File: config.mk
export PLATFORM = sky130hd
export DESIGN_NAME = byte_stuffing_frame_encoder
export DESIGN_NICKNAME = d
export VERILOG_FILES = /design/src/rtl/bsfe_pkg.sv /design/src/rtl/bsfe_encode.sv /design/src/rtl/byte_stuffing_frame_encoder.sv
export SDC_FILE = /design/constraint.sdc
export NUM_CORES = 1
export LEC_CHECK = 0
export BUFFER_PORTS_ARGS = -buffer_cell sky130_fd_sc_hd__clkbuf_2
export CAP_MARGIN = 30
export CELL_PAD_IN_SITES_DETAIL_PLACEMENT = 0
export CELL_PAD_IN_SITES_GLOBAL_PLACEMENT = 1
export CORE_UTILIZATION = 42
export CTS_CLUSTER_SIZE = 30
export DETAILED_ROUTE_END_ITERATION = 12
export GPL_ROUTABILITY_DRIVEN = 0
export GPL_TIMING_DRIVEN = 1
export HOLD_SLACK_MARGIN = 0.08
export PLACE_DENSITY = 0.82
export SLEW_MARGIN = 20
export SYNTH_ARGS = -nofsm -noshare
export SYNTH_HDL_FRONTEND = slang
export SYNTH_SLANG_ARGS = --single-unit
export TNS_END_PERCENT = 30
File: constraint.sdc
create_clock -name clk_i -period 6.1 [get_ports clk_i]
set_input_delay 0.61 -clock clk_i [delete_from_list [all_inputs] [get_ports clk_i]]
set_output_delay 0.61 -clock clk_i [all_outputs]
set_load 0.02 [all_outputs]
File: src/rtl/bsfe_pkg.sv
// Shared constants and types of the byte-stuffing frame encoder.
package bsfe_pkg;

  localparam logic [7:0]  FLAG_BYTE   = 8'h7E;
  localparam logic [7:0]  ESC_BYTE    = 8'h7D;
  localparam logic [7:0]  ESC_OFFSET  = 8'h7C;
  localparam logic [15:0] LIMIT_RESET = 16'd1024;

  // Most words one input word can cause: flag, two escaped pairs, flag.
  localparam int unsigned MAX_RES = 6;
  localparam int unsigned RES_W   = $clog2(MAX_RES + 1);
  localparam int unsigned IDX_W   = $clog2(MAX_RES);

  // Register index decoded from paddr[2].
  localparam logic REG_FRAME_LIMIT = 1'b0;

  // One output word.
  typedef struct packed {
    logic [7:0] data;
    logic       frame_end;
    logic       overflow;
  } res_t;

  // Encoder state carried between input words.
  typedef struct packed {
    logic        in_frame;
    logic [7:0]  check_accum;
    logic [15:0] out_count;
    logic        discarding;
  } enc_state_t;

  // True for bytes that must be escaped.
  function automatic logic needs_esc(input logic [7:0] b);
    return (b == FLAG_BYTE) || (b == ESC_BYTE);
  endfunction

endpackage

File: src/rtl/bsfe_encode.sv
// Combinational encoder: one input word to its list of output words and next state.
module bsfe_encode (
  input  bsfe_pkg::enc_state_t st_i,
  input  logic [7:0]           data_i,
  input  logic                 last_i,
  input  logic [15:0]          limit_i,
  output bsfe_pkg::res_t       res_o [bsfe_pkg::MAX_RES],
  output logic [bsfe_pkg::RES_W-1:0] n_o,
  output bsfe_pkg::enc_state_t st_o
);
  import bsfe_pkg::*;

  always_comb begin
    logic [IDX_W-1:0] n;
    logic [15:0]      oc;
    logic [7:0]       ck;
    logic             ab;
    logic             done;
    n    = '0;
    oc   = st_i.out_count;
    ck   = st_i.check_accum;
    ab   = 1'b0;
    done = 1'b0;
    for (int i = 0; i < MAX_RES; i++) begin
      res_o[i] = '0;
    end
    st_o = st_i;
    n_o  = '0;

    if (st_i.discarding) begin
      // dropping words up to the end of the aborted frame
      if (last_i) begin
        st_o.discarding = 1'b0;
        st_o.in_frame   = 1'b0;
        st_o.out_count  = '0;
      end
    end else begin
      // open a frame
      if (!st_i.in_frame) begin
        res_o[n] = '{data: FLAG_BYTE, frame_end: 1'b0, overflow: 1'b0};
        n  = n + IDX_W'(1);
        oc = 16'd1;
        ck = '0;
      end
      ck = ck ^ data_i;

      // payload byte
      if (({1'b0, oc} + 17'd1) >= {1'b0, limit_i}) begin
        ab = 1'b1;
      end else begin
        if (needs_esc(data_i)) begin
          res_o[n]              = '{data: ESC_BYTE, frame_end: 1'b0, overflow: 1'b0};
          res_o[n + IDX_W'(1)]  = '{data: data_i - ESC_OFFSET, frame_end: 1'b0,
                                    overflow: 1'b0};
          n  = n + IDX_W'(2);
          oc = oc + 16'd2;
        end else begin
          res_o[n] = '{data: data_i, frame_end: 1'b0, overflow: 1'b0};
          n  = n + IDX_W'(1);
          oc = oc + 16'd1;
        end
        // checksum and closing flag
        if (last_i) begin
          if (({1'b0, oc} + 17'd1) >= {1'b0, limit_i}) begin
            ab = 1'b1;
          end else begin
            if (needs_esc(ck)) begin
              res_o[n]             = '{data: ESC_BYTE, frame_end: 1'b0, overflow: 1'b0};
              res_o[n + IDX_W'(1)] = '{data: ck - ESC_OFFSET, frame_end: 1'b0,
                                       overflow: 1'b0};
              n  = n + IDX_W'(2);
              oc = oc + 16'd2;
            end else begin
              res_o[n] = '{data: ck, frame_end: 1'b0, overflow: 1'b0};
              n  = n + IDX_W'(1);
              oc = oc + 16'd1;
            end
            if (oc >= limit_i) begin
              ab = 1'b1;
            end else begin
              res_o[n] = '{data: FLAG_BYTE, frame_end: 1'b1, overflow: 1'b0};
              n    = n + IDX_W'(1);
              done = 1'b1;
            end
          end
        end
      end

      // abort word
      if (ab) begin
        res_o[n] = '{data: 8'h00, frame_end: 1'b0, overflow: 1'b1};
        n_o = RES_W'(n) + RES_W'(1);
      end else begin
        n_o = RES_W'(n);
      end

      st_o.check_accum = ck;
      st_o.in_frame    = 1'b1;
      st_o.out_count   = oc;
      if ((ab && last_i) || done) begin
        st_o.in_frame  = 1'b0;
        st_o.out_count = '0;
      end else if (ab) begin
        st_o.discarding = 1'b1;
      end
    end
  end

endmodule

File: src/rtl/byte_stuffing_frame_encoder.sv
// Top level: byte-stuffing frame encoder with XOR checksum and APB limit register.
// The first output word of an input word is registered and valid in the cycle after acceptance.
// Throughput: one output word per cycle while m_axis_tready is high; an input word yields
//   N output words (0..6), handed out one at a time by the single byte-wide output port.
// A new input word is taken in the cycle its predecessor's last word is handed off.
// Reset (rst_ni low, async): no frame open, checksum and count zero, frame_limit 1024.
module byte_stuffing_frame_encoder (
  input  logic        clk_i,
  input  logic        rst_ni,
  // input stream
  input  logic        s_axis_tvalid,
  output logic        s_axis_tready,
  input  logic [7:0]  s_axis_tdata,   // [7:0] data_byte
  input  logic        s_axis_tlast,   // is_last
  // output stream
  output logic        m_axis_tvalid,
  input  logic        m_axis_tready,
  output logic [7:0]  m_axis_tdata,   // [7:0] out_byte
  output logic        m_axis_tlast,   // run_last
  output logic [1:0]  m_axis_tuser,   // [0] frame_end, [1] overflow
  // configuration
  input  logic        psel,
  input  logic        penable,
  input  logic        pwrite,
  input  logic [2:0]  paddr,
  input  logic [31:0] pwdata,
  output logic [31:0] prdata,
  output logic        pready
);
  import bsfe_pkg::*;

  logic [15:0]      limit_q;
  enc_state_t       st_q, st_d;
  res_t             buf_q [MAX_RES];
  res_t             res_d [MAX_RES];
  logic [RES_W-1:0] n_q, n_d;
  logic [IDX_W-1:0] idx_q;
  logic             in_acc, out_acc, last_out;

  // config register
  assign pready = 1'b1;
  assign prdata = (paddr[2] == REG_FRAME_LIMIT) ? {16'h0000, limit_q} : 32'h0;

  always_ff @(posedge clk_i or negedge rst_ni) begin
    if (!rst_ni) begin
      limit_q <= LIMIT_RESET;
    end else if (psel && penable && pwrite && pready && (paddr[2] == REG_FRAME_LIMIT)) begin
      limit_q <= pwdata[15:0];
    end
  end

  // encoder
  bsfe_encode u_enc (
    .st_i    (st_q),
    .data_i  (s_axis_tdata),
    .last_i  (s_axis_tlast),
    .limit_i (limit_q),
    .res_o   (res_d),
    .n_o     (n_d),
    .st_o    (st_d)
  );

  // handshakes
  assign m_axis_tvalid = (n_q != '0);
  assign out_acc       = m_axis_tvalid && m_axis_tready;
  assign last_out      = out_acc && (RES_W'(idx_q) == (n_q - RES_W'(1)));
  assign s_axis_tready = (n_q == '0) || last_out;
  assign in_acc        = s_axis_tvalid && s_axis_tready;

  // output word select
  assign m_axis_tdata = buf_q[idx_q].data;
  assign m_axis_tlast = (RES_W'(idx_q) == (n_q - RES_W'(1)));
  assign m_axis_tuser = {buf_q[idx_q].overflow, buf_q[idx_q].frame_end};

  // state, count and index
  always_ff @(posedge clk_i or negedge rst_ni) begin
    if (!rst_ni) begin
      st_q  <= '0;
      n_q   <= '0;
      idx_q <= '0;
    end else if (in_acc) begin
      st_q  <= st_d;
      n_q   <= n_d;
      idx_q <= '0;
    end else if (last_out) begin
      n_q   <= '0;
      idx_q <= '0;
    end else if (out_acc) begin
      idx_q <= idx_q + IDX_W'(1);
    end
  end

  // result buffer, payload only
  always_ff @(posedge clk_i) begin
    if (in_acc) begin
      for (int i = 0; i < MAX_RES; i++) begin
        buf_q[i] <= res_d[i];
      end
    end
  end

`ifndef SYNTHESIS
  a_idx_in_range: assert property (@(posedge clk_i) disable iff (!rst_ni)
    m_axis_tvalid |-> (RES_W'(idx_q) < n_q))
    else $error("output index beyond buffered word count");

  a_ovf_is_last: assert property (@(posedge clk_i) disable iff (!rst_ni)
    (m_axis_tvalid && m_axis_tuser[1]) |-> m_axis_tlast)
    else $error("overflow word is not the last of its run");

  a_fe_is_last: assert property (@(posedge clk_i) disable iff (!rst_ni)
    (m_axis_tvalid && m_axis_tuser[0]) |-> (m_axis_tlast && !m_axis_tuser[1]))
    else $error("closing flag not last or marked overflow");

  a_discard_silent: assert property (@(posedge clk_i) disable iff (!rst_ni)
    (in_acc && st_q.discarding) |=> !m_axis_tvalid)
    else $error("discarded word produced output");

  a_no_accept_busy: assert property (@(posedge clk_i) disable iff (!rst_ni)
    (m_axis_tvalid && !m_axis_tready) |-> !s_axis_tready)
    else $error("input accepted while output stalled");
`endif

endmodule
-- After elaboration in Yosys (flattened, before gate mapping)
Memories as Yosys holds them, arrays and structs flattened.
Cells that the tools add are included.
- flip-flop bits (word level): 48
- bits in writable memories: 60
- input port bits: 51
- output and inout bits: 46
- memories kept: 1
- memory list (name ; depth ; width ; rd ports ; clocked after memory_dff ; write ports ; RTL line ; RTL):
    buf_q ; 6 ; 10 ; 1 ; 0 ; 6 ; byte_stuffing_frame_encoder.sv:34 ; res_t buf_q [MAX_RES];
- $add $sub $neg: 16
- magnitude comparators: 15
- eq/ne operators: 6
- muxes and demuxes: 91
- bitwise logic cells: 21
- reduce and logical (&&, ||, !) cells: 23
- operators by type and width (kind ; number):
    60-bit 2-to-1 mux ; 15
    60-bit bitwise mux ; 4
    16-bit 2-to-1 mux ; 15
    10-bit demux with 3-bit select ; 6
    36-bit OR ; 2
    10-bit 2-to-1 mux ; 7
    3-bit 2-to-1 mux ; 21
    54-bit bitwise AND ; 1
    54-bit inverter ; 1
    24-bit bitwise AND ; 2
    24-bit inverter ; 2
    42-bit OR ; 1
    16-bit by 1-bit adder with 17-bit output, second input constant ; 2
    17-bit by 16-bit greater-or-equal comparator with 1-bit output ; 2
    17-bit 2-to-1 mux ; 2
    16-bit by 1-bit adder with 16-bit output, second input constant ; 2
    16-bit by 2-bit adder with 16-bit output, second input constant ; 2
    8-bit by 7-bit == test with 1-bit output, second input constant ; 4
    4-bit greater-or-equal comparator, second input constant ; 6
    4-bit by 1-bit less-than comparator with 1-bit output, second input constant ; 6
    3-bit inverter with 4-bit output ; 6
    18-bit bitwise AND ; 1
    1-bit 2-to-1 mux ; 18
    18-bit inverter ; 1
    18 further kinds ; 43

-- Logic depth before layout (Yosys ltp)
- depth in word-level cells: 29
- mapped depth: 28
- gate-level depth less buffers: 26

-- Cells and area by module
Synthesis repeated with hierarchy kept, for this count alone.
- cells, all modules: 1029
- area, all modules: 9387.8 µm²
- modules (own cells, without submodules) (module ; times used ; cells an instance ; area each (µm²) ; seq. area each (µm²)):
    bsfe_encode ; 1 ; 756 ; 4885.9 ; 0.0
    byte_stuffing_frame_encoder ; 1 ; 273 ; 4501.8 ; 3004.1

-- Worst setup path before layout
No wires, ideal clock.
- path type: reg2reg
- start: register st_q[25] (netlist name)
- end: memory buf_q[0][7] (netlist name), data pin
- setup time: 0.280 ns
- arrival: 5.366 ns
- data required time: 5.820 ns
- path slack: 0.454 ns
- stages on the path, launching flop included: 25
- buffers on the path: 4
- period minus slack after synthesis: 5.646 ns
- cell sequence: dfrtp_1 > buf_4 > buf_4 > buf_6 > nand2_1 > xor2_1 > inv_1 > ha_1 > inv_1 > nor3_1 > o21ai_0 > or4_1 > clkbuf_1 > nor3_1 > xnor2_1 > ha_1 > a21o_1 > a21o_1 > a21oi_1 > nand2_1 > mux2_2 > a211oi_1 > a221oi_2 > o31ai_2 > a311oi_1
- RTL lines (item ; RTL line ; RTL):
    start, declared ; byte_stuffing_frame_encoder.sv:33 ; enc_state_t st_q, st_d;
    start signal, assigned ; byte_stuffing_frame_encoder.sv:82 ; st_q <= st_d;
    end, declared ; byte_stuffing_frame_encoder.sv:34 ;

==> impl_summary.log <==
INFO  metric status = complete, no violations
INFO  metric timing_hold_violations_final = 0
INFO  metric row_count = 53
INFO  metric firstDrtPassIters = 5
INFO  metric num_vias = 7,907
INFO  metric tritoncts_num_sinks = 108
INFO  metric layout_common_cells = sky130_fd_sc_hd__nand2_1 (125), sky130_fd_sc_hd__nor2_1 (102), sky130_fd_sc_hd__buf_4 (78)
INFO  metric synthesis.area = 8950 sq um
INFO  metric slowest_cp_cell = sky130_fd_sc_hd__a311oi_1
INFO  metric drtIter0Drc = 657
INFO  metric required = 6.20 ns
INFO  metric worst_setup_path_start_kind = register
INFO  metric vias_per_cell = 5.71
INFO  metric clockPowerShare = 15.8%
INFO  metric clockBufferDepth = 2
INFO  metric path_class = reg2reg
INFO  metric remaining_max_slew_budget_at_the_tightest_pin = 38.3%
INFO  metric grt_overflow = 0
INFO  metric finalSetupViolCount = 0
INFO  metric reg2reg_setup_slack = 0.39 ns
INFO  metric power.switching_fraction = 45.1%
INFO  metric num_io_pins = 97
INFO  metric buffers_inverters_on_critical_path = 6
INFO  metric grt_pass1_wl = 39,600 um
INFO  metric power.combinational.fraction = 54.7%
INFO  metric layout-area-overhead-vs-synth = 15.1%
INFO  metric synthMuxAreaShare = 8.04%
INFO  metric portBuffers = 61
INFO  metric totalNegativeSetupSlack = 0 ns
INFO  metric synthCells = 1,003
INFO  metric fraction_of_layout_instances_using_a_drive_strength_above_1 = 20.8%
INFO  metric hold_path.class = in2async
INFO  metric synth_top_flop_cell = sky130_fd_sc_hd__edfxtp_1
INFO  metric grt_pass1_vias = 7,355
INFO  metric maxSlewViolCount = 0
INFO  metric dominant_combinational_cell_family_by_area_after_synthesis = simple AND/OR/NAND/NOR gates
INFO  metric yosys_warnings = 0
INFO  metric timing_worst_slew_pin_value = 0.921 ns
INFO  metric fp.dieW = 148 um
INFO  metric final_nets = 1,217
INFO  metric ys_ff_latch = 108
INFO  metric vdd_drop_max = 179 uV
INFO  metric wire_per_inst = 17.9 um
INFO  metric hpwlAfterDp = 18,800 um
INFO  metric total_power = 3.94 mW
INFO  metric r2r-start = st_q[25]
INFO  metric p_seq_share = 29.5%
INFO  metric synth_adder_area_share = 8.78%
INFO  metric rsz_0062_raised_after_global_routing = false
INFO  metric ys_seq_area_share = 33.6%
INFO  metric synth-async-reset-ratio = 44.4%
INFO  metric clock_root_buffer = sky130_fd_sc_hd__clkbuf_16
INFO  metric total_leakage_power = 4.35 nW
INFO  metric post_synth_and_or_nand_nor_area_fraction = 19.9%
INFO  metric h-tree-depth = 3
INFO  metric finClkSkew = 0.0129 ns
INFO  metric yosys.area_share.xor_xnor = 6.71%
INFO  metric die-area = 21,900 sq um
INFO  metric clock.fmax = 175 MHz
INFO  metric critical_path_peak_fanout = 9
INFO  metric crit_arrival = 5.81 ns
INFO  metric tritoncts = built
INFO  metric antenna_found_initial = 0
INFO  metric floorplan.initialDensity = 42.7%
INFO  metric overall_global_routing_resource_usage = 23.1%
INFO  metric core_area = 21,000 sq um
INFO  metric final.period_utilization = 93.6%
INFO  metric power.density_cell_area = 382 nW/um^2
INFO  metric clk_transition_reported_paths = 0.09 ns
INFO  metric ys_types = 89
INFO  metric finalWirelength = 24,800 um
INFO  metric worst_path_most_repeated_cell = sky130_fd_sc_hd__buf_4
INFO  metric drtAntennaViolNets = 0
INFO  metric max_cap_violations = 0
INFO  metric layout.filler_cells = 2,013
INFO  metric clkLatencyLatePin = 0.37 ns
INFO  metric synthesis.area_per_instance = 8.92 sq um
INFO  metric ff2ff_path_depth = 27
INFO  metric grt_start_max_net_pins = 66
INFO  metric critical_path.endpoint_type = register
INFO  metric synth-edff-count = 60
INFO  metric die_h = 148 um
INFO  metric cts-buffers-inserted = 9
INFO  metric cp_num_cells = 27
INFO  metric n_antenna_cell = 0
INFO  metric timing.critical_path.max_delay_family = simple AND/OR/NAND/NOR gates
INFO  metric fin_crit = 5.71 ns
INFO  metric layout.cells.most_common = sky130_fd_sc_hd__nand2_1
INFO  metric drc_errors = 0
INFO  metric cellInternalPower = 2.16 mW
INFO  metric fraction_of_the_mapped_netlist_area_in_compound_gates = 17.2%
INFO  metric switchingPower = 1.77 mW
INFO  metric capturing_point_of_the_worst_reg2reg_path = buf_q[1][9]
INFO  metric cpPeakStageDelay = 0.45 ns
-- cell families after synthesis --
logic type,Yosys count
other,2
XOR/XNOR,66
AND/OR/NAND/NOR,369
AO/OA/AOI/OAI,229
adder cells (fa/ha/maj),63
buffers and inverters,110
flip-flops,108
multiplexers,56
-- how the worst max path moves through the flow --
stage	start	to	slack (ns)
2_1_floorplan	st_q[25]	buf_q[0][7]	0.45
3_3_place_gp	s_axis_tdata[2]	buf_q[0][7]	0.21
3_5_place_dp	s_axis_tdata[2]	buf_q[0][7]	0.17
4_1_cts	st_q[25]	buf_q[0][7]	0.24
5_1_grt	st_q[25]	buf_q[0][7]	0.03
6_report	st_q[25]	buf_q[1][9]	0.39
-- per-layer routing --
metal  part of all wire, %  track usage, %
met3                   5.4            3.33
met5                     0               0
met2                    45            34.9
met1                    48            34.1
met4                   1.5            6.70
-- synth_stat cells, types with 5 or more instances --
master | number | share of area (%)
sky130_fd_sc_hd__nor2b_1 | 7 | 0.49
sky130_fd_sc_hd__clkbuf_1 | 35 | 1.5
sky130_fd_sc_hd__nand3_1 | 28 | 1.6
sky130_fd_sc_hd__o41ai_1 | 6 | 0.59
sky130_fd_sc_hd__nand2_1 | 125 | 5.2
sky130_fd_sc_hd__a311oi_1 | 5 | 0.49
sky130_fd_sc_hd__nor3_1 | 25 | 1.4
sky130_fd_sc_hd__o21ai_0 | 44 | 2.5
sky130_fd_sc_hd__mux2i_1 | 24 | 2.7
sky130_fd_sc_hd__edfxtp_1 | 60 | 20
sky130_fd_sc_hd__a22oi_1 | 5 | 0.42
sky130_fd_sc_hd__inv_1 | 40 | 1.7
sky130_fd_sc_hd__o211ai_1 | 9 | 0.76
sky130_fd_sc_hd__and3_1 | 9 | 0.63
sky130_fd_sc_hd__ha_1 | 62 | 8.7
sky130_fd_sc_hd__nand4_1 | 18 | 1.3
sky130_fd_sc_hd__and2_1 | 8 | 0.56
sky130_fd_sc_hd__nor2_1 | 104 | 4.4
sky130_fd_sc_hd__xor2_1 | 26 | 2.5
sky130_fd_sc_hd__o31ai_1 | 11 | 0.92
sky130_fd_sc_hd__a31oi_1 | 10 | 0.70
sky130_fd_sc_hd__xnor2_1 | 37 | 3.6
sky130_fd_sc_hd__dfrtp_1 | 47 | 13
sky130_fd_sc_hd__a21o_1 | 14 | 1.2
sky130_fd_sc_hd__buf_4 | 21 | 1.8
sky130_fd_sc_hd__nor4_1 | 5 | 0.35
sky130_fd_sc_hd__a211oi_1 | 14 | 1.2
sky130_fd_sc_hd__o22ai_1 | 8 | 0.56
sky130_fd_sc_hd__mux4_2 | 10 | 2.5
sky130_fd_sc_hd__mux2_2 | 20 | 2.5
sky130_fd_sc_hd__a21oi_1 | 68 | 3.8
sky130_fd_sc_hd__buf_2 | 7 | 0.39
-- flip-flops by register name (all words and copies together) (netlist names) --
signal,flops
buf_q,60
st_q,26
idx_q,3
n_q,3
limit_q,16
-- area by class of cell --
class / instances / area, sq um / area share, %
inverters: 42 / 158 / 1.53
flip-flops and latches: 108 / 3000 / 29.2
clock buffers: 9 / 225 / 2.19
clock inverters: 7 / 78.8 / 0.765
well taps: 275 / 344 / 3.34
multi-input cells: 802 / 5570 / 54.0
repair buffers: 141 / 922 / 8.96
-- timing repair --
item,CTS,global route
endpoints found under the setup margin,0,52
setup buffers,0,0
endpoints found under the hold margin,0,0
gates resized for setup,0,13
hold buffers,0,0
-- worst register-to-register path, cell delays in order, from the launching register on --
cell,delay (ns)
sky130_fd_sc_hd__dfrtp_1,0.39
sky130_fd_sc_hd__buf_4,0.19
sky130_fd_sc_hd__inv_1,0.07
sky130_fd_sc_hd__nor2_2,0.17
sky130_fd_sc_hd__ha_1,0.25
sky130_fd_sc_hd__nand4_4,0.18
sky130_fd_sc_hd__nor4_4,0.33
sky130_fd_sc_hd__mux2i_1,0.19
sky130_fd_sc_hd__xnor2_1,0.20
sky130_fd_sc_hd__nor3_2,0.22
sky130_fd_sc_hd__nand2b_1,0.18
sky130_fd_sc_hd__nand3b_1,0.21
sky130_fd_sc_hd__nor2_1,0.15
sky130_fd_sc_hd__xnor2_1,0.09
sky130_fd_sc_hd__ha_1,0.31
sky130_fd_sc_hd__nand3_1,0.16
sky130_fd_sc_hd__a211oi_1,0.26
sky130_fd_sc_hd__nand4_1,0.18
sky130_fd_sc_hd__nor4b_2,0.19
sky130_fd_sc_hd__buf_4,0.15
sky130_fd_sc_hd__nand2_1,0.08
sky130_fd_sc_hd__buf_4,0.13
sky130_fd_sc_hd__a211oi_1,0.06
sky130_fd_sc_hd__a221oi_2,0.25
sky130_fd_sc_hd__buf_4,0.17
sky130_fd_sc_hd__o31ai_4,0.06
sky130_fd_sc_hd__buf_12,0.16
sky130_fd_sc_hd__a311oi_1,0.45
-- power by group through the flow --
stage / Sequential [mW] / Clock [mW] / Combinational (mW)
6_report: 1.16 / 0.622 / 2.16
5_1_grt: 1.19 / 0.657 / 2.38
4_1_cts: 1.16 / 0.631 / 2.13
3_5_place_dp: 1.18 / 0 / 2.12
3_3_place_gp: 1.17 / 0 / 2.09
2_1_floorplan: 1.13 / 0 / 1.49
-- metrics by stage --
step	utilization, %	instance area (sq um)	std cells	hold slack (ns)	worst slack [ns]
after floorplan	-	9010	1020	0.314	0.454
after CTS	48.8	10200	1383	0.405	0.239
after global routing	49.1	10300	1384	0.447	0.0333
final	49.1	10300	1384	0.374	0.390
after detailed placement	47.3	9920	1367	0.473	0.166
after global placement	47.3	9920	1367	0.471	0.209
(Power assumes the default switching activity.)
